$ cat src/hdl/ppbr_pkg.sv
// Package for the point projection bitset rasterizer.
// Holds sizes, opcode, status and state codes, payload and control structs.
// No dependencies.
package ppbr_pkg;

  localparam int MAX_WIDTH  = 1024;
  localparam int MAX_HEIGHT = 1024;
  localparam int WORD_BITS  = 64;
  localparam int NUM_WORDS  = (MAX_WIDTH * MAX_HEIGHT + WORD_BITS - 1) / WORD_BITS;
  localparam int ADDR_W     = $clog2(NUM_WORDS);
  localparam int BITPOS_W   = $clog2(WORD_BITS);
  localparam int BIT_W      = $clog2(MAX_WIDTH * MAX_HEIGHT);
  localparam int PIX_W      = 10;
  localparam int DIM_W      = 11;
  localparam int CFG_IDX_W  = 3;
  localparam int CFG_DATA_W = 32;

  localparam logic [CFG_IDX_W-1:0] REG_CENTER_RE = 3'd0;
  localparam logic [CFG_IDX_W-1:0] REG_CENTER_IM = 3'd1;
  localparam logic [CFG_IDX_W-1:0] REG_ROT_COS   = 3'd2;
  localparam logic [CFG_IDX_W-1:0] REG_ROT_SIN   = 3'd3;
  localparam logic [CFG_IDX_W-1:0] REG_SCALE     = 3'd4;
  localparam logic [CFG_IDX_W-1:0] REG_WIDTH     = 3'd5;
  localparam logic [CFG_IDX_W-1:0] REG_HEIGHT    = 3'd6;

  localparam logic [1:0] OP_PLOT  = 2'd0;
  localparam logic [1:0] OP_READ  = 2'd1;
  localparam logic [1:0] OP_CLEAR = 2'd2;
  localparam logic [1:0] OP_NONE  = 2'd3;

  localparam logic [1:0] ST_PLOTTED = 2'd0;
  localparam logic [1:0] ST_CLIPPED = 2'd1;
  localparam logic [1:0] ST_DUP     = 2'd2;
  localparam logic [1:0] ST_READ    = 2'd3;

  typedef enum logic [3:0] {
    S_CLEAR, S_IDLE, S_ROT0, S_ROT1, S_ROT2, S_X0, S_X1, S_X2,
    S_Y0, S_Y1, S_Y2, S_ADDR, S_READ, S_WRITE, S_CLIP
  } state_e;

  typedef struct packed {
    logic [1:0]         opcode;
    logic signed [31:0] point_re;
    logic signed [31:0] point_im;
    logic [13:0]        word_index;
  } in_t;

  typedef struct packed {
    logic [1:0]  status;
    logic [9:0]  pixel_x;
    logic [9:0]  pixel_y;
    logic [63:0] read_word;
    logic [31:0] plotted_count;
    logic [31:0] clipped_count;
    logic [31:0] dedup_count;
  } out_t;

  typedef struct packed {
    logic clr;
    logic load_in;
    logic rot0;
    logic rot1;
    logic rot2;
    logic scale_lo;
    logic scale_hi;
    logic proj;
    logic axis;
    logic addr;
    logic rd;
    logic wr;
    logic clip;
  } cmd_t;

  typedef struct packed {
    logic [1:0] opcode;
    logic       proj_ok;
    logic       clr_done;
  } stat_t;

endpackage

$ cat src/hdl/ppbr_ctrl.sv
// Controller state machine of the rasterizer.
// Depends on ppbr_pkg.
module ppbr_ctrl (
  input  logic           clk_i,
  input  logic           rst_ni,
  input  logic           start_i,
  input  ppbr_pkg::stat_t stat_i,
  output ppbr_pkg::cmd_t  cmd_o,
  output logic           busy_o,
  output logic           res_valid_o
);
  import ppbr_pkg::*;

  state_e state_q, state_d;
  logic   valid_q, valid_d;

  always_ff @(posedge clk_i or negedge rst_ni) begin
    if (!rst_ni) begin
      state_q <= S_CLEAR;
      valid_q <= 1'b0;
    end else begin
      state_q <= state_d;
      valid_q <= valid_d;
    end
  end

  always_comb begin
    state_d = state_q;
    cmd_o   = '0;
    valid_d = 1'b0;
    unique case (state_q)
      S_CLEAR: begin
        cmd_o.clr = 1'b1;
        if (stat_i.clr_done) state_d = S_IDLE;
      end
      S_IDLE: begin
        if (start_i) begin
          cmd_o.load_in = 1'b1;
          state_d = S_ROT0;
        end
      end
      S_ROT0: begin
        cmd_o.rot0 = 1'b1;
        unique case (stat_i.opcode)
          OP_PLOT:           state_d = S_ROT1;
          OP_READ, OP_CLEAR: state_d = S_ADDR;
          default:           state_d = S_IDLE;
        endcase
      end
      S_ROT1: begin
        cmd_o.rot1 = 1'b1;
        state_d = S_ROT2;
      end
      S_ROT2: begin
        cmd_o.rot2 = 1'b1;
        state_d = S_X0;
      end
      S_X0: begin
        cmd_o.scale_lo = 1'b1;
        state_d = S_X1;
      end
      S_X1: begin
        cmd_o.scale_hi = 1'b1;
        state_d = S_X2;
      end
      S_X2: begin
        cmd_o.proj = 1'b1;
        state_d = stat_i.proj_ok ? S_Y0 : S_CLIP;
      end
      S_Y0: begin
        cmd_o.axis = 1'b1;
        cmd_o.scale_lo = 1'b1;
        state_d = S_Y1;
      end
      S_Y1: begin
        cmd_o.axis = 1'b1;
        cmd_o.scale_hi = 1'b1;
        state_d = S_Y2;
      end
      S_Y2: begin
        cmd_o.axis = 1'b1;
        cmd_o.proj = 1'b1;
        state_d = stat_i.proj_ok ? S_ADDR : S_CLIP;
      end
      S_ADDR: begin
        cmd_o.addr = 1'b1;
        state_d = S_READ;
      end
      S_READ: begin
        cmd_o.rd = 1'b1;
        state_d = S_WRITE;
      end
      S_WRITE: begin
        cmd_o.wr = 1'b1;
        valid_d = 1'b1;
        state_d = S_IDLE;
      end
      S_CLIP: begin
        cmd_o.clip = 1'b1;
        valid_d = 1'b1;
        state_d = S_IDLE;
      end
      default: state_d = S_IDLE;
    endcase
  end

  assign busy_o      = (state_q != S_IDLE);
  assign res_valid_o = valid_q;

`ifndef SYNTHESIS
  a_strobe_single: assert property (@(posedge clk_i) disable iff (!rst_ni)
    valid_q |=> !valid_q) else $error("result strobe longer than one cycle");
  a_accept_busy: assert property (@(posedge clk_i) disable iff (!rst_ni)
    (start_i && !busy_o) |=> busy_o) else $error("accepted transaction not busy");
  a_strobe_idle: assert property (@(posedge clk_i) disable iff (!rst_ni)
    valid_q |-> state_q == S_IDLE) else $error("result strobe outside idle");
  a_clear_busy: assert property (@(posedge clk_i) disable iff (!rst_ni)
    (state_q == S_CLEAR) |-> !valid_q) else $error("result during clear pass");
`endif
endmodule

$ cat config.mk
export PLATFORM = sky130hd
export DESIGN_NAME = ppbr_ctrl
export DESIGN_NICKNAME = d
export VERILOG_FILES = /design/src/hdl/ppbr_pkg.sv /design/src/hdl/ppbr_ctrl.sv
export SDC_FILE = /design/constraint.sdc
export NUM_CORES = 1
export LEC_CHECK = 0
export CORE_AREA = 2 2 39 41
export CTS_CLUSTER_DIAMETER = 150
export CTS_CLUSTER_SIZE = 40
export DETAILED_ROUTE_END_ITERATION = 8
export DIE_AREA = 0 0 41 43
export DONT_BUFFER_PORTS = 1
export PLACE_DENSITY = 0.54
export SETUP_SLACK_MARGIN = 0.05
export SLEW_MARGIN = 20
export SYNTH_ARGS = -nofsm -noshare
export SYNTH_HDL_FRONTEND = slang
export SYNTH_SLANG_ARGS = --single-unit
$ cat constraint.sdc
create_clock -name clk_i -period 1.25 [get_ports clk_i]
set_input_delay 0.125 -clock clk_i [delete_from_list [all_inputs] [get_ports clk_i]]
set_output_delay 0.125 -clock clk_i [all_outputs]
set_load 0.02 [all_outputs]
==> summary.json <==
{
  "die": {
    "std_cell_rows": 14,
    "floorplan.core_area_sq_mm": 0.00138,
    "die_area_sq_mm": 0.00176,
    "number_of_i_o_pins": 22,
    "initial_standard_cell_utilization_of_the_core_pct": 31.7,
    "fp.dieW_um": 41,
    "vertical_die_dimension_um": 43
  },
  "synth": {
    "synth_top_family_by_area": "simple AND/OR/NAND/NOR gates",
    "seq_area_frac_synth_pct": 28.5,
    "postSynth.topFlopCell": "dfrtp_1",
    "synth-simple-area-share_pct": 33.3,
    "yosys.area_share.xor_xnor_pct": 0,
    "most_area_hungry_cell_type_in_the_yosys_netlist": "dfrtp_1",
    "netlist_area_sq_um": 439,
    "ys_warn_count": 0,
    "synth.avg_cell_area_sq_um": 8.29,
    "post_synth_mux_area_share_pct": 0,
    "synth_seq_cells": 5,
    "post-synth-top-area-fraction_pct": 28.5,
    "postSynthCellCount": 53,
    "synthAdderAreaFrac_pct": 2.85,
    "complex_gate_fraction_of_the_synthesized_area_pct": 27.4,
    "postSynthNetCount": 61,
    "synth.distinct_cells": 25,
    "synthTopCellsByArea": "dfrtp_1 28%, nand2b_1 7.1%, nor2_1 6.0%, nor3_1 5.7%, a21oi_1 4.6%",
    "synth_enable_flop_cells": 0,
    "synthArstFlopShare_pct": 100
  },
  "clock_network": {
    "numCtsBuffers": 3,
    "cts_tree": "yes",
    "cts_htree_levels": 1,
    "path_clk_slew_ns": 0.04,
    "worstSkewPairLatency_ns": 0.24,
    "cts_max_path_buffers": 2,
    "clk_root_buffer_cell": "clkbuf_4",
    "number_of_clock_sinks": 5
  },
  "setup_path": {
    "worst_setup_path_startpoint": "state_q[3]",
    "regToRegStartpoint": "state_q[3]",
    "critPathKind": "reg2out",
    "crit_path_start_kind": "register",
    "cp_data_arrival_time_ns": 1.29,
    "critical_path.max_fanout": 5,
    "required_ns": 1.12,
    "reg2reg_slack_ns": -0.09,
    "critPathCaptureType": "primary output",
    "worst_r2r_path_depth": 5,
    "critical_r2r_capture": "state_q[0]"
  },
  "placement": {
    "finalWeightedCongestion": 0.758,
    "postPlaceCellArea_sq_um": 634,
    "dpl.hpwl_um": 793,
    "buffer_ports.inserted": 0
  },
  "routing": {
    "total_routed_length_um": 1460,
    "via_density_per_instance": 5.10,
    "remaining_drc_errors": 0,
    "routed_wirelength_normalized_by_instance_count_um": 14.3,
    "drt_first_pass_iters": 4,
    "number_of_drc_markers_after_the_initial_detailed_route_iteration": 2,
    "ant_nets": 0,
    "dr_total_vias": 520
  },
  "min_path": {
    "worst_min_path_start": "stat_i[0]",
    "hold-path-cell-count": 2,
    "hold_class": "in2reg",
    "hold-path-endpoint": "state_q[0]"
  },
  "timing": {
    "fin_worst_skew_ns": 0.00129,
    "finalCriticalPeriod_ns": 1.41,
    "period_share_pct": 113,
    "final_hold_viol_count": 0,
    "max_freq_mhz": 709,
    "slew_viol_final": 0,
    "fin_worst_setup_slack_ns": -0.161,
    "tightestPinTransition_ns": 0.246,
    "unrepaired_setup_endpoints_after_global_routing": "yes",
    "max_slew_margin_pct": 83.5,
    "setup_viol_count_final": 17
  },
  "global_route": {
    "overflow": 0,
    "largest_net_degree_at_the_start_of_global_routing": 17,
    "track_usage_pct": 17.6,
    "grt_pass1_vias": 491,
    "number_of_antenna_violations_at_the_first_check_in_global_routing": 0,
    "wire_length_of_the_first_global_routing_pass_um": 2130
  },
  "finish": {
    "total_of_fill_cells_in_the_finished_design": 113,
    "post-route-cell-area_sq_um": 921,
    "nets": 95,
    "postLayoutCoreUtil_pct": 66.5,
    "fraction_of_final_layout_cells_with_drive_strength_greater_than_1_pct": 70.9,
    "p_r_area_growth_vs_syn_pct": 110,
    "num_antenna_cells": 0
  },
  "outcome": {
    "status": "complete, but fails checks",
    "violations_in_the_final_reports": "setup timing"
  },
  "pwr": {
    "irDropWorstVdd_uv": 1570,
    "power_per_cell_area_mw_per_mm2": 3110,
    "static-leakage-power_nw": 0.411
  },
  "job": {
    "maxCapViolations": 0
  }
}
==> cell families after synthesis <==
logic type	after synthesis
AO/OA/AOI/OAI	15
adder cells (fa/ha/maj)	1
buffers and inverters	5
flip-flops	5
AND/OR/NAND/NOR	27
==> worst max-delay path, cell delays in order (launching register included) <==
cell	delay [ns]
dfrtp_2	0.44
buf_4	0.15
buf_4	0.14
nor3_2	0.15
buf_4	0.16
==> metal layers <==
metal / wire length [um] / GRT usage (%) / vias up
met2: 770 / 27.8 / 17
met4: 0 / 2.67 / 0
li1: - / - / 254
met1: 618 / 23.8 / 249
met5: 0 / 0 / -
met3: 70 / 4.71 / 0
==> cells in the final DEF (no fill, tap or decap), drive strengths merged, types with 2 or more instances in the layout <==
cell type	synthesis	routed
o21ai	2	2
buf	4	32
nand2	4	4
a21oi	5	5
a21o	2	2
nor2b	3	3
nor3	5	5
clkbuf	0	4
dfrtp	5	5
nand2b	5	5
a22o	2	2
nor2	7	7
==> how the worst max path moves through the flow <==
stage	end
global route	cmd_o[5]
CTS	cmd_o[9]
floorplan	state_q[0]
finish	cmd_o[9]
global placement	cmd_o[12]
detailed placement	cmd_o[12]
==> where the power goes <==
group	internal, mW	switching, mW
registers	0.250	0.143
logic	1.19	1.10
clock network	0.121	0.0636
total	1.56	1.30
==> registers in the layout, indices dropped and copies added, names as in the netlist <==
name / flops
res_valid_o: 1
state_q: 4
==> synthesized netlist by cell type, drive strengths merged, types with 2 or more instances <==
| master | number |
|---|---|
| nand2 | 4 |
| nor2b | 3 |
| nand2b | 5 |
| a22o | 2 |
| o21ai | 2 |
| buf | 4 |
| nor2 | 7 |
| a21oi | 5 |
| a21o | 2 |
| dfrtp | 5 |
| nor3 | 5 |
==> cell type report <==
class	count	area [sq um]	area share, %
multi-input cells	43	417	45.2
inverters	1	3.75	0.408
clock buffers	4	26.3	2.85
flip-flops and latches	5	129	14.0
repair buffers	33	325	35.3
well taps	16	20.0	2.17
==> metrics by stage <==
step | power, mW | worst slack, ns | setup TNS [ns] | std cells | hold slack (ns)
6_report | 2.86 | -0.161 | -1.85 | 102 | 0.0147
5_1_grt | 3.03 | -0.210 | -2.74 | 102 | 0.0179
4_1_cts | 2.67 | -0.149 | -1.72 | 100 | 0.00686
3_5_place_dp | 1.85 | 0.00191 | 0 | 84 | -0.171
3_3_place_gp | 1.84 | 0.0107 | 0 | 84 | -0.171
2_1_floorplan | 1.37 | 0.0350 | 0 | 53 | -0.171
==> timing repair <==
action,in CTS,in global routing
endpoints found under the hold margin,5,0
endpoints found under the setup margin,16,18
buffers inserted,11,2
hold buffers,1,0
pin swaps,13,0
resized for setup,26,7
(Power assumes the default switching activity.)
